### src/sv/xxtd_pkg.sv
// Package for the XXTEA block decrypt unit: sizes, scheme constants,
// controller state and command types, and the MX mixing function.
// No dependencies.
package xxtd_pkg;

	localparam int ROUND_COUNT = 12;
	localparam int BLOCK_WORDS = 8;
	localparam int KEY_WORDS   = 4;
	localparam int WORD_W      = 32;
	localparam int IDX_W       = $clog2(BLOCK_WORDS);
	localparam int KEY_IDX_W   = $clog2(KEY_WORDS);
	localparam int RND_W       = $clog2(ROUND_COUNT);
	localparam int CFG_IDX_W   = 8;
	localparam int BLOCK_W     = BLOCK_WORDS * WORD_W;

	localparam logic [WORD_W-1:0] DELTA     = 32'h9E3779B9;
	// Adding the two's complement of the delta steps the sum down by one round.
	localparam logic [WORD_W-1:0] DELTA_NEG = 32'h61C88647;
	localparam logic [63:0]       SUM_PROD  = 64'(ROUND_COUNT) * 64'(DELTA);
	localparam logic [WORD_W-1:0] SUM_INIT  = SUM_PROD[WORD_W-1:0];

	typedef enum logic [1:0] {
		ST_IDLE,
		ST_RUN,
		ST_DRAIN
	} state_t;

	typedef struct packed {
		logic             load;
		logic             step;
		logic [IDX_W-1:0] word_idx;
		logic             round_end;
		logic             capture;
	} dp_cmd_t;

	function automatic logic [WORD_W-1:0] mx(
		input logic [WORD_W-1:0] y,
		input logic [WORD_W-1:0] z,
		input logic [WORD_W-1:0] sum,
		input logic [WORD_W-1:0] k
	);
		logic [WORD_W-1:0] left;
		logic [WORD_W-1:0] right;
		left  = ((z >> 5) ^ (y << 2)) + ((y >> 3) ^ (z << 4));
		right = (sum ^ y) + (k ^ z);
		return left ^ right;
	endfunction

endpackage

### src/sv/xxtd_datapath.sv
// Datapath of the XXTEA decrypt unit: key registers, rotating word line,
// running sum, shared mixing unit and output register.
// Depends on xxtd_pkg.
module xxtd_datapath (
	input  logic                               clk,
	input  logic                               arst_n,
	input  xxtd_pkg::dp_cmd_t                  cmd,
	input  logic                               cfg_we,
	input  logic [xxtd_pkg::CFG_IDX_W-1:0]     cfg_index,
	input  logic [xxtd_pkg::WORD_W-1:0]        cfg_data,
	input  logic [xxtd_pkg::BLOCK_W-1:0]       s_tdata,
	output logic [xxtd_pkg::BLOCK_W-1:0]       m_tdata
);
	import xxtd_pkg::*;

	logic [WORD_W-1:0]    key_q [KEY_WORDS];
	logic [WORD_W-1:0]    w_q   [BLOCK_WORDS];
	logic [WORD_W-1:0]    out_q [BLOCK_WORDS];
	logic [WORD_W-1:0]    sum_q;
	logic [KEY_IDX_W-1:0] key_sel;
	logic [WORD_W-1:0]    new_word;

	// The line is kept rotated so that the word under update sits in the top
	// slot, its successor in slot 0 and its predecessor just below the top.
	assign key_sel  = cmd.word_idx[KEY_IDX_W-1:0] ^ sum_q[3:2];
	assign new_word = w_q[BLOCK_WORDS-1]
		- mx(w_q[0], w_q[BLOCK_WORDS-2], sum_q, key_q[key_sel]);

	always_ff @(posedge clk or negedge arst_n) begin
		if (!arst_n) begin
			for (int i = 0; i < KEY_WORDS; i++) key_q[i] <= '0;
		end else if (cfg_we && (cfg_index < CFG_IDX_W'(KEY_WORDS))) begin
			key_q[cfg_index[KEY_IDX_W-1:0]] <= cfg_data;
		end
	end

	always_ff @(posedge clk) begin
		if (cmd.load) begin
			for (int i = 0; i < BLOCK_WORDS; i++) w_q[i] <= s_tdata[i*WORD_W +: WORD_W];
			sum_q <= SUM_INIT;
		end else begin
			if (cmd.step) begin
				w_q[0] <= new_word;
				for (int i = 1; i < BLOCK_WORDS; i++) w_q[i] <= w_q[i-1];
			end
			if (cmd.round_end) begin
				sum_q <= sum_q + DELTA_NEG;
			end
		end
		if (cmd.capture) begin
			for (int i = 0; i < BLOCK_WORDS; i++) out_q[i] <= w_q[i];
		end
	end

	always_comb begin
		for (int i = 0; i < BLOCK_WORDS; i++) m_tdata[i*WORD_W +: WORD_W] = out_q[i];
	end

endmodule

### src/sv/xxtd_ctrl.sv
// Controller of the XXTEA decrypt unit: block sequencing, word and round
// counters, output valid flag. Depends on xxtd_pkg.
module xxtd_ctrl (
	input  logic              clk,
	input  logic              arst_n,
	input  logic              s_tvalid,
	output logic              s_tready,
	output logic              m_tvalid,
	input  logic              m_tready,
	output xxtd_pkg::dp_cmd_t cmd
);
	import xxtd_pkg::*;

	state_t           state_q;
	state_t           state_d;
	logic [IDX_W-1:0] p_q;
	logic [RND_W-1:0] rnd_q;
	logic             out_valid_q;
	logic             last_step;
	logic             out_free;

	assign last_step = (p_q == '0) && (rnd_q == RND_W'(ROUND_COUNT - 1));
	assign out_free  = !out_valid_q || m_tready;

	always_comb begin
		state_d = state_q;
		unique case (state_q)
			ST_IDLE:  if (s_tvalid) state_d = ST_RUN;
			ST_RUN:   if (last_step) state_d = ST_DRAIN;
			ST_DRAIN: if (out_free) state_d = ST_IDLE;
			default:  state_d = ST_IDLE;
		endcase
	end

	always_comb begin
		s_tready      = 1'b0;
		cmd.load      = 1'b0;
		cmd.step      = 1'b0;
		cmd.word_idx  = p_q;
		cmd.round_end = 1'b0;
		cmd.capture   = 1'b0;
		unique case (state_q)
			ST_IDLE: begin
				s_tready = 1'b1;
				cmd.load = s_tvalid;
			end
			ST_RUN: begin
				cmd.step      = 1'b1;
				cmd.round_end = (p_q == '0);
			end
			ST_DRAIN: begin
				cmd.capture = out_free;
			end
			default: ;
		endcase
	end

	assign m_tvalid = out_valid_q;

	always_ff @(posedge clk or negedge arst_n) begin
		if (!arst_n) begin
			state_q     <= ST_IDLE;
			p_q         <= '0;
			rnd_q       <= '0;
			out_valid_q <= 1'b0;
		end else begin
			state_q <= state_d;
			if (cmd.load) begin
				p_q   <= IDX_W'(BLOCK_WORDS - 1);
				rnd_q <= '0;
			end else if (cmd.step) begin
				p_q <= (p_q == '0) ? IDX_W'(BLOCK_WORDS - 1) : p_q - 1'b1;
				if (cmd.round_end && !last_step) rnd_q <= rnd_q + 1'b1;
			end
			if (cmd.capture) begin
				out_valid_q <= 1'b1;
			end else if (m_tready) begin
				out_valid_q <= 1'b0;
			end
		end
	end

`ifndef ASSERT_OFF
	a_load_starts_run: assert property (@(posedge clk) disable iff (!arst_n)
		cmd.load |=> (state_q == ST_RUN) && (p_q == IDX_W'(BLOCK_WORDS - 1)) && (rnd_q == '0))
		else $error("load did not start a fresh run");
	a_last_to_drain: assert property (@(posedge clk) disable iff (!arst_n)
		(state_q == ST_RUN) && last_step |=> (state_q == ST_DRAIN))
		else $error("run did not end after the last word update");
	a_capture_free: assert property (@(posedge clk) disable iff (!arst_n)
		cmd.capture |-> (!out_valid_q || m_tready))
		else $error("capture would overwrite an untaken result");
	a_capture_valid: assert property (@(posedge clk) disable iff (!arst_n)
		cmd.capture |=> m_tvalid && (state_q == ST_IDLE))
		else $error("captured result not presented");
`endif

endmodule

### src/sv/xxtea_block_decrypt_unit.sv
// Top level of the XXTEA 8-word block decrypt unit: key write port, input
// and output streams. Depends on xxtd_pkg, xxtd_ctrl and xxtd_datapath.
//
//  channel  | handshake         | payload
//  ---------+-------------------+------------------------------------------
//  cfg      | cfg_valid/ready   | cfg_index (key word 0..3), cfg_data
//  s_ (in)  | s_tvalid/tready   | s_tdata: cipher_0 .. cipher_7
//  m_ (out) | m_tvalid/tready   | m_tdata: plain_0 .. plain_7
//
// One block goes through one load, 96 word updates (12 rounds of 8) through
// the single shared mixing unit, and one capture.
// Reset clears the key to zero and empties the unit.
// A finished result waits in the output register; the next block is taken
// meanwhile and only its capture waits until that register is free.
// Writes to cfg_index beyond the key are ignored.
module xxtea_block_decrypt_unit (
	input  logic                           clk,
	input  logic                           arst_n,
	input  logic                           cfg_valid,
	output logic                           cfg_ready,
	input  logic [xxtd_pkg::CFG_IDX_W-1:0] cfg_index,
	input  logic [xxtd_pkg::WORD_W-1:0]    cfg_data,
	input  logic                           s_tvalid,
	output logic                           s_tready,
	input  logic [xxtd_pkg::BLOCK_W-1:0]   s_tdata,  // cipher_0 [31:0] .. cipher_7 [255:224]
	output logic                           m_tvalid,
	input  logic                           m_tready,
	output logic [xxtd_pkg::BLOCK_W-1:0]   m_tdata   // plain_0 [31:0] .. plain_7 [255:224]
);
	import xxtd_pkg::*;

	dp_cmd_t cmd;

	assign cfg_ready = 1'b1;

	xxtd_ctrl u_ctrl (
		.clk      (clk),
		.arst_n   (arst_n),
		.s_tvalid (s_tvalid),
		.s_tready (s_tready),
		.m_tvalid (m_tvalid),
		.m_tready (m_tready),
		.cmd      (cmd)
	);

	xxtd_datapath u_dp (
		.clk       (clk),
		.arst_n    (arst_n),
		.cmd       (cmd),
		.cfg_we    (cfg_valid && cfg_ready),
		.cfg_index (cfg_index),
		.cfg_data  (cfg_data),
		.s_tdata   (s_tdata),
		.m_tdata   (m_tdata)
	);

endmodule
### config.mk
export PLATFORM = sky130hd
export DESIGN_NAME = xxtea_block_decrypt_unit
export DESIGN_NICKNAME = d
export VERILOG_FILES = /design/src/sv/xxtd_pkg.sv /design/src/sv/xxtd_datapath.sv /design/src/sv/xxtd_ctrl.sv /design/src/sv/xxtea_block_decrypt_unit.sv
export SDC_FILE = /design/constraint.sdc
export NUM_CORES = 1
export LEC_CHECK = 0
export ABC_AREA = 1
export BUFFER_PORTS_ARGS = -buffer_cell sky130_fd_sc_hd__buf_2
export CORE_ASPECT_RATIO = 0.6
export CORE_MARGIN = 10
export CORE_UTILIZATION = 35
export DETAILED_ROUTE_END_ITERATION = 12
export SYNTH_ARGS = -nofsm -noshare
export SYNTH_HDL_FRONTEND = slang
export SYNTH_HIERARCHICAL = 1
export SYNTH_SLANG_ARGS = --single-unit
### constraint.sdc
create_clock -name clk -period 18.12 [get_ports clk]
set_input_delay 0.906 -clock clk [delete_from_list [all_inputs] [get_ports clk]]
set_output_delay 0.906 -clock clk [all_outputs]
set_load 0.02 [all_outputs]
==> flow_summary.ini, run 1 <==
[outcome]
outcome = finished clean

[clocking]
clk_pin_slew_ns = 0.06
cts_max_path_buffers = 3
insertion_delay_ns = 0.65
htreeDepth = 3
cts_setup_buffers = 0
cts_tree = done
post_cts_resized = 0
cts_root_buf = clkbuf_16
cts.sinks = 682
numCtsBuffers = 66
hold_buffers = 0

[floorplanning]
fp-row-count = 87
die_h_um = 260
die_area_um2 = 109000
coreArea_um2 = 94400
initial_utilization_pct = 35.5
die_w_um = 419
ios = 560

[placement]
gp_congestion = 0.990
post-dp-hpwl_um = 92600
io_buffers = 558

[yosys]
ys_warn_count = 6
postSynthCellCount = 3480
netlist_area_um2 = 33500
avgSynthCellArea_um2 = 9.62
synth-seq-area-share_pct = 58.2
ys_types = 62
async_flop_share_pct = 20.2
synth_ff_type = edfxtp_1
ys_ff_latch = 682
synth_nets = 3881
synth_edf_count = 512

[critical_path]
start_kind = flip-flop
worstPathMaxFanout = 62
timing.rr.start = u_dp/sum_q[2]
end_kind = flip-flop
crit_required_ns = 18.50
timing_worst_setup_path_type = reg2reg
slowest_stage = clkinv_2
cpMostUsedCell = nand2_1
ff2ff_setup_slack_ns = 11.36
crit_arrival_ns = 7.13
reg2reg_to = u_dp/w_q[0][22]
ff2ff_path_depth = 30
slowest_delay_ns = 0.75

[sta]
rsz0062_at_grt = false
post-route-period-util_pct = 37.3
fin_setup_tns_ns = 0
setup_viol = 0
hold_viol_final = 0
finalClockSkew_ns = 0.0204
clock.fmax_mhz = 148
tightest_slew_ns = 1.09
period_needed_ns = 6.76
slew_headroom_pct = 27.6
maxSlewViolCount = 0

[route]
drtAntennaViolNets = 0
drt-initial-drc-count = 3289
dr_total_vias = 26700
wl_per_cell_um = 22.9
drt-pass1-iter-count = 5
drt_wl_total_um = 122000
drc_errors = 0
drt-vias-per-instance = 5.02

[worst_hold_path]
hold_path.class = in2async

[global_route]
grt_pass1_vias = 25700
grt_max_degree = 180
grt_antenna_before_repair = 17
grt_pass1_wl_um = 175000
gr-total-overflow = 0
grt_use_total_pct = 21.5

[final_layout]
num-nets-final = 4416
area_growth_pct = 18.8
layout-drive-gt1-share_pct = 18.7

[job]
cap_viol_max_count = 0
worst max-delay path: cells and delay by family, from the launching register on:
kind,cells,cell delay [ns]
AO/OA/AOI/OAI,9,2.15
AND/OR/NAND/NOR,14,1.91
buffers and inverters,4,1.06
adder cells (fa/ha/maj),2,0.74
flip-flops,1,0.42
XOR/XNOR,1,0.19
cells by family (layout without fill, tap and decap cells):
kind of cell,count (synthesis),after routing,synth area share [%]
and+or+nand+nor,1646,1646,19.7
AOI/OAI and AO/OA,484,484,8.59
xor gates and xnor gates,209,209,5.53
adders and majority gates,100,100,3.81
DFF,682,682,58.2
other,1,10,0.0112
buffers and inverters,358,942,4.17
routing by layer:
layer  global-route usage, %  vias up  part of all wire, %
met1                    31.4    12800                   46
met3                    6.77      100                   10
li1                        -    12700                    -
met4                    3.79        6                  1.2
met5                       0        -                0.039
met2                    31.4     1159                   43
synth_stat cells, types with 3 or more instances:
cell type  count  area [um^2]
inv_2          8         30.0
nand3_2        3         30.0
nor3_1        24          120
buf_1          6         22.5
a21o_1        16          120
o221ai_1       4         35.0
a31oi_1       15         93.8
clkbuf_1      90          338
dfrtp_1      138         3450
buf_2         10         50.1
o21bai_1      12         90.1
nand2_1     1213         4550
nor2_1       244          916
ha_1          97         1210
or2_2          7         43.8
o21ai_1       13         65.1
a21boi_0       4         30.0
o32ai_2       18          293
xor2_1       170         1490
dfxtp_1       32          641
nand4_1       16          100
o21ai_0      234         1170
o21ai_2        3         26.3
a21oi_1      132          661
o22ai_1        3         18.8
nand3b_1      12         90.1
nand3_1       89          445
fa_1           3         60.1
xnor2_1       38          333
inv_1        232          871
edfxtp_1     512        15400
nand2_2       17          106
nor2_2         3         18.8
o21a_1         6         45.0
o32ai_1       12          105
buf_4          6         45.0
sequential cells by signal (all words and copies together), names as in the netlist:
signal / count
u_ctrl/p_q: 3
u_dp/sum_q: 32
u_dp/out_q: 256
u_ctrl/m_tvalid: 1
u_dp/w_q: 256
u_ctrl/state_q: 2
u_ctrl/rnd_q: 4
u_dp/key_q: 128
cell usage in the layout, fill, tap and decap left out, types with 17 or more instances in the layout:
cell / instances
xnor2_1: 38
buf_2: 557
o32ai_2: 18
nand3_1: 87
nand2_2: 17
nand2_1: 1212
dfrtp_1: 138
inv_1: 232
clkbuf_16: 69
nor3_1: 23
o21ai_0: 234
xor2_1: 170
buf_4: 22
ha_1: 97
dfxtp_1: 32
edfxtp_1: 512
a21oi_1: 132
nor2_1: 242
worst max path at each step:
stage,from,endpoint,slack [ns]
3_3_place_gp,u_dp/sum_q[2],u_dp/w_q[0][22],11.64
4_1_cts,u_dp/sum_q[2],u_dp/w_q[0][22],11.64
5_1_grt,u_dp/sum_q[2],u_dp/w_q[0][22],11.02
3_5_place_dp,u_dp/sum_q[2],u_dp/w_q[0][22],11.68
2_1_floorplan,m_tready,u_dp/out_q[0][0],5.74
6_report,u_dp/sum_q[2],u_dp/w_q[0][22],11.36
stage by stage:
stage	utilization, %	cells	area [um^2]	setup WS [ns]	hold slack, ns
final	42.1	5319	39800	11.36	0.369
after global routing	42.1	5316	39800	11.02	0.425
after CTS	42.1	5310	39700	11.64	0.380
after detailed placement	39.8	5193	37600	11.68	0.433
after global placement	39.8	5193	37600	11.64	0.430
after floorplan	-	3480	33500	5.74	0.426
cell type report:
type / count / area [um^2]
Sequential cell: 682 / 19500
Clock inverter: 30 / 318
Timing Repair Buffer: 581 / 2990
Multi-Input combinational cell: 2440 / 12600
Antenna cell: 9 / 22.5
Fill cell: 9378 / 54600
Tap cell: 1246 / 1560
Clock buffer: 87 / 1830
Inverter: 244 / 927
Power of run 1 is left out: the tool's default activity adds up to more than one toggle a clock period on the data nets, which glitch-free logic cannot reach.
==> inputs of run 2 (changes only) <==
ABC_AREA = 0   (was 1)
clock period = 5.7 ns   (was 18.12 ns; I/O delays follow)
==> run 2 against run 1 <==
Effect of this change:
- the flow now finishes with violations (negative setup slack)
- register-to-register slack worse by 11 ns
- via count down 12%
- worst setup slack worse by 11 ns
- worst hold slack worse by 0.30 ns
- first-iteration DRC count down 46%
- die area down 4.9%
- critical path type unchanged
- critical endpoint is now u_dp/w_q[0][31]
- final area up 7.7%
- flip-flop and latch count unchanged
==> flow_summary.ini, run 2 <==
[critical_path]
critPathLaunch = u_ctrl/p_q[0]
worstPathMaxFanout = 4
crit_end = u_dp/w_q[0][31]
crit_family = compound AO/OA/AOI/OAI gates
start_kind = flip-flop
crit_required_ns = 6.18
cpMostUsedCell = a21oi_2
crit_arrival_ns = 6.25
slowest_delay_ns = 0.50
slowest_stage = mux4_2
cp.depth = 27
ff2ff_path_depth = 27
timing.rr.start = u_ctrl/p_q[0]
end_kind = flip-flop
timing_worst_setup_path_type = reg2reg
path_buf_inv = 3
ff2ff_setup_slack_ns = -0.07
reg2reg_to = u_dp/w_q[0][31]

[sta]
period_needed_ns = 5.77
hold_viol_final = 0
clock.fmax_mhz = 173
finalClockSkew_ns = 0.0315
finalWorstSetupSlack_ns = -0.0662
fin_setup_tns_ns = -0.135
maxSlewViolCount = 0
setup_viol = 3
rsz0062_at_grt = true
slew_headroom_pct = 20.7
post-route-period-util_pct = 101
tightest_slew_ns = 1.19

[yosys]
synth_nets = 2861
synth_area_leaders = edfxtp_1 (48%), dfrtp_1 (11%), mux2_2 (6.8%)
synth-seq-area-share_pct = 61.4
synth_edf_count = 512
ys_types = 79
yosysMostFrequentCell = nand2_1
ys_ff_latch = 682
synth_top_area_share_pct = 48.5
synth_ff_type = edfxtp_1
ys_warn_count = 6
synth_commonest_cells = nand2_1 (568), edfxtp_1 (512), mux2_2 (191)
avgSynthCellArea_um2 = 12.9
yosys.area.top_type = edfxtp_1
postSynthCellCount = 2460
async_flop_share_pct = 20.2
netlist_area_um2 = 31700

[floorplanning]
die_w_um = 409
ios = 560
die_h_um = 253
fp-row-count = 85
initial_utilization_pct = 35.3
die_area_um2 = 103000
coreArea_um2 = 89800

[global_route]
grt_use_total_pct = 19.2
gr-total-overflow = 0
grt_pass1_vias = 23600
grt_max_degree = 158
grt_pass1_wl_um = 152000
grt_antenna_before_repair = 9

[outcome]
violations = negative setup slack
outcome = finished, violations left

[job]
cap_viol_max_count = 0

[clocking]
cts_root_buf = clkbuf_16
clk_pin_slew_ns = 0.06
cts_max_path_buffers = 3
htreeDepth = 3
numCtsBuffers = 68
insertion_delay_ns = 0.66
cts_tree = done
cts.sinks = 682

[final_layout]
fin_cells = 4758
top_regs = u_dp/out_q x256, u_dp/w_q x256, u_dp/key_q x128
layout_common_cells = nand2_1 (565), buf_2 (557), edfxtp_1 (512)
layout-drive-gt1-share_pct = 32.9
num-nets-final = 3883
area_growth_pct = 35.0
finalInstanceArea_um2 = 42800
final_common_cell = nand2_1

[route]
wl_met2_um = 49500
wl_met3_um = 7580
met1Wirelength_um = 44000
drt_wl_total_um = 104000
wl_per_cell_um = 21.9
dr_total_vias = 23500
drt-initial-drc-count = 1790
drt-vias-per-instance = 4.95
drt-pass1-iter-count = 6
top_layer_used = met5
drtAntennaViolNets = 0
drc_errors = 0

[placement]
dp_slack_ns = -0.430
place_area_um2 = 37100
io_buffers = 558
placedCellCount = 4321
gp_congestion = 0.881
post-dp-hpwl_um = 73800

[worst_hold_path]
hold_path.class = in2reg
hold_depth = 3
[run 2: cell types whose count changed in the layout (fill, tap and decap cells not counted), moves of 32 or more]
cell           previous run  this run
mux2_2                    0       191
buf_4                    22       181
a21oi_1                 132        73
inv_1                   232        27
mux4_2                    0        32
nor2_1                  242        42
nand2_1                1212       565
xnor2_1                  38        92
o21ai_0                 234        54
nand3_1                  87        19
a21o_1                   16        55
dlygate4sd3_1             0       288
[run 2: worst min path at each step]
| stage | start | to | slack [ns] |
|---|---|---|---|
| floorplan | arst_n | u_ctrl/m_tvalid | -0.01 |
| global placement | arst_n | u_dp/key_q[29] | 0.34 |
| detailed placement | arst_n | u_dp/key_q[30] | 0.34 |
| CTS | s_tdata[7] | u_dp/w_q[0][7] | 0.03 |
| global route | s_tdata[8] | u_dp/w_q[0][8] | 0.05 |
| finish | s_tdata[7] | u_dp/w_q[0][7] | 0.07 |
[run 2: worst min-delay path: cells and delay by family]
| family | cells | cell delay [ns] |
|---|---|---|
| buffers and inverters | 1 | 0.11 |
| and+or+nand+nor | 1 | 0.10 |
| AOI/OAI and AO/OA | 1 | 0.09 |
[run 2: logic make-up after synthesis]
family          Yosys count  share of synthesized area, %
simple gates            752                          10.1
flops                   682                          61.4
compound gates          333                          6.97
xor+xnor                251                          6.93
mux                     224                          9.08
buf+inv                 117                          1.48
fa+ha+maj               100                          4.02
other cells               1                        0.0118
[run 2: layout make-up]
type                    instances  area [um^2]
well taps                    1218         1520
fillers                      8073        46900
repair buffers               1041         7300
clock buffers                  86         1860
clock inverters                37          422
diodes                          5         12.5
flip-flops and latches        682        19500
multi-input cells            1661        12100
inverters                      28          110
[run 2: per-layer routing]
metal	GRT usage, %	vias to the layer above
li1	-	10900
met1	25.2	11600
met2	31.0	868
met3	5.08	161
met4	5.96	6
met5	0	-
[run 2: stage by stage]
step	util, %	hold WS [ns]
final	47.7	0.0662
after global routing	47.7	0.0516
after CTS	47.5	0.0295
after detailed placement	41.3	0.339
after global placement	41.3	0.340
after floorplan	-	-0.0106
[run 2: repair_timing]
item                                    in CTS  in global routing
cloned                                       1                  0
buffers inserted                            15                  8
endpoints found under the setup margin      14                 15
hold endpoints to repair                   454                  0
pin swaps                                   40                 14
hold buffers                               288                  0
resized for setup                           51                 29
Power of run 2 is left out for the same reason.
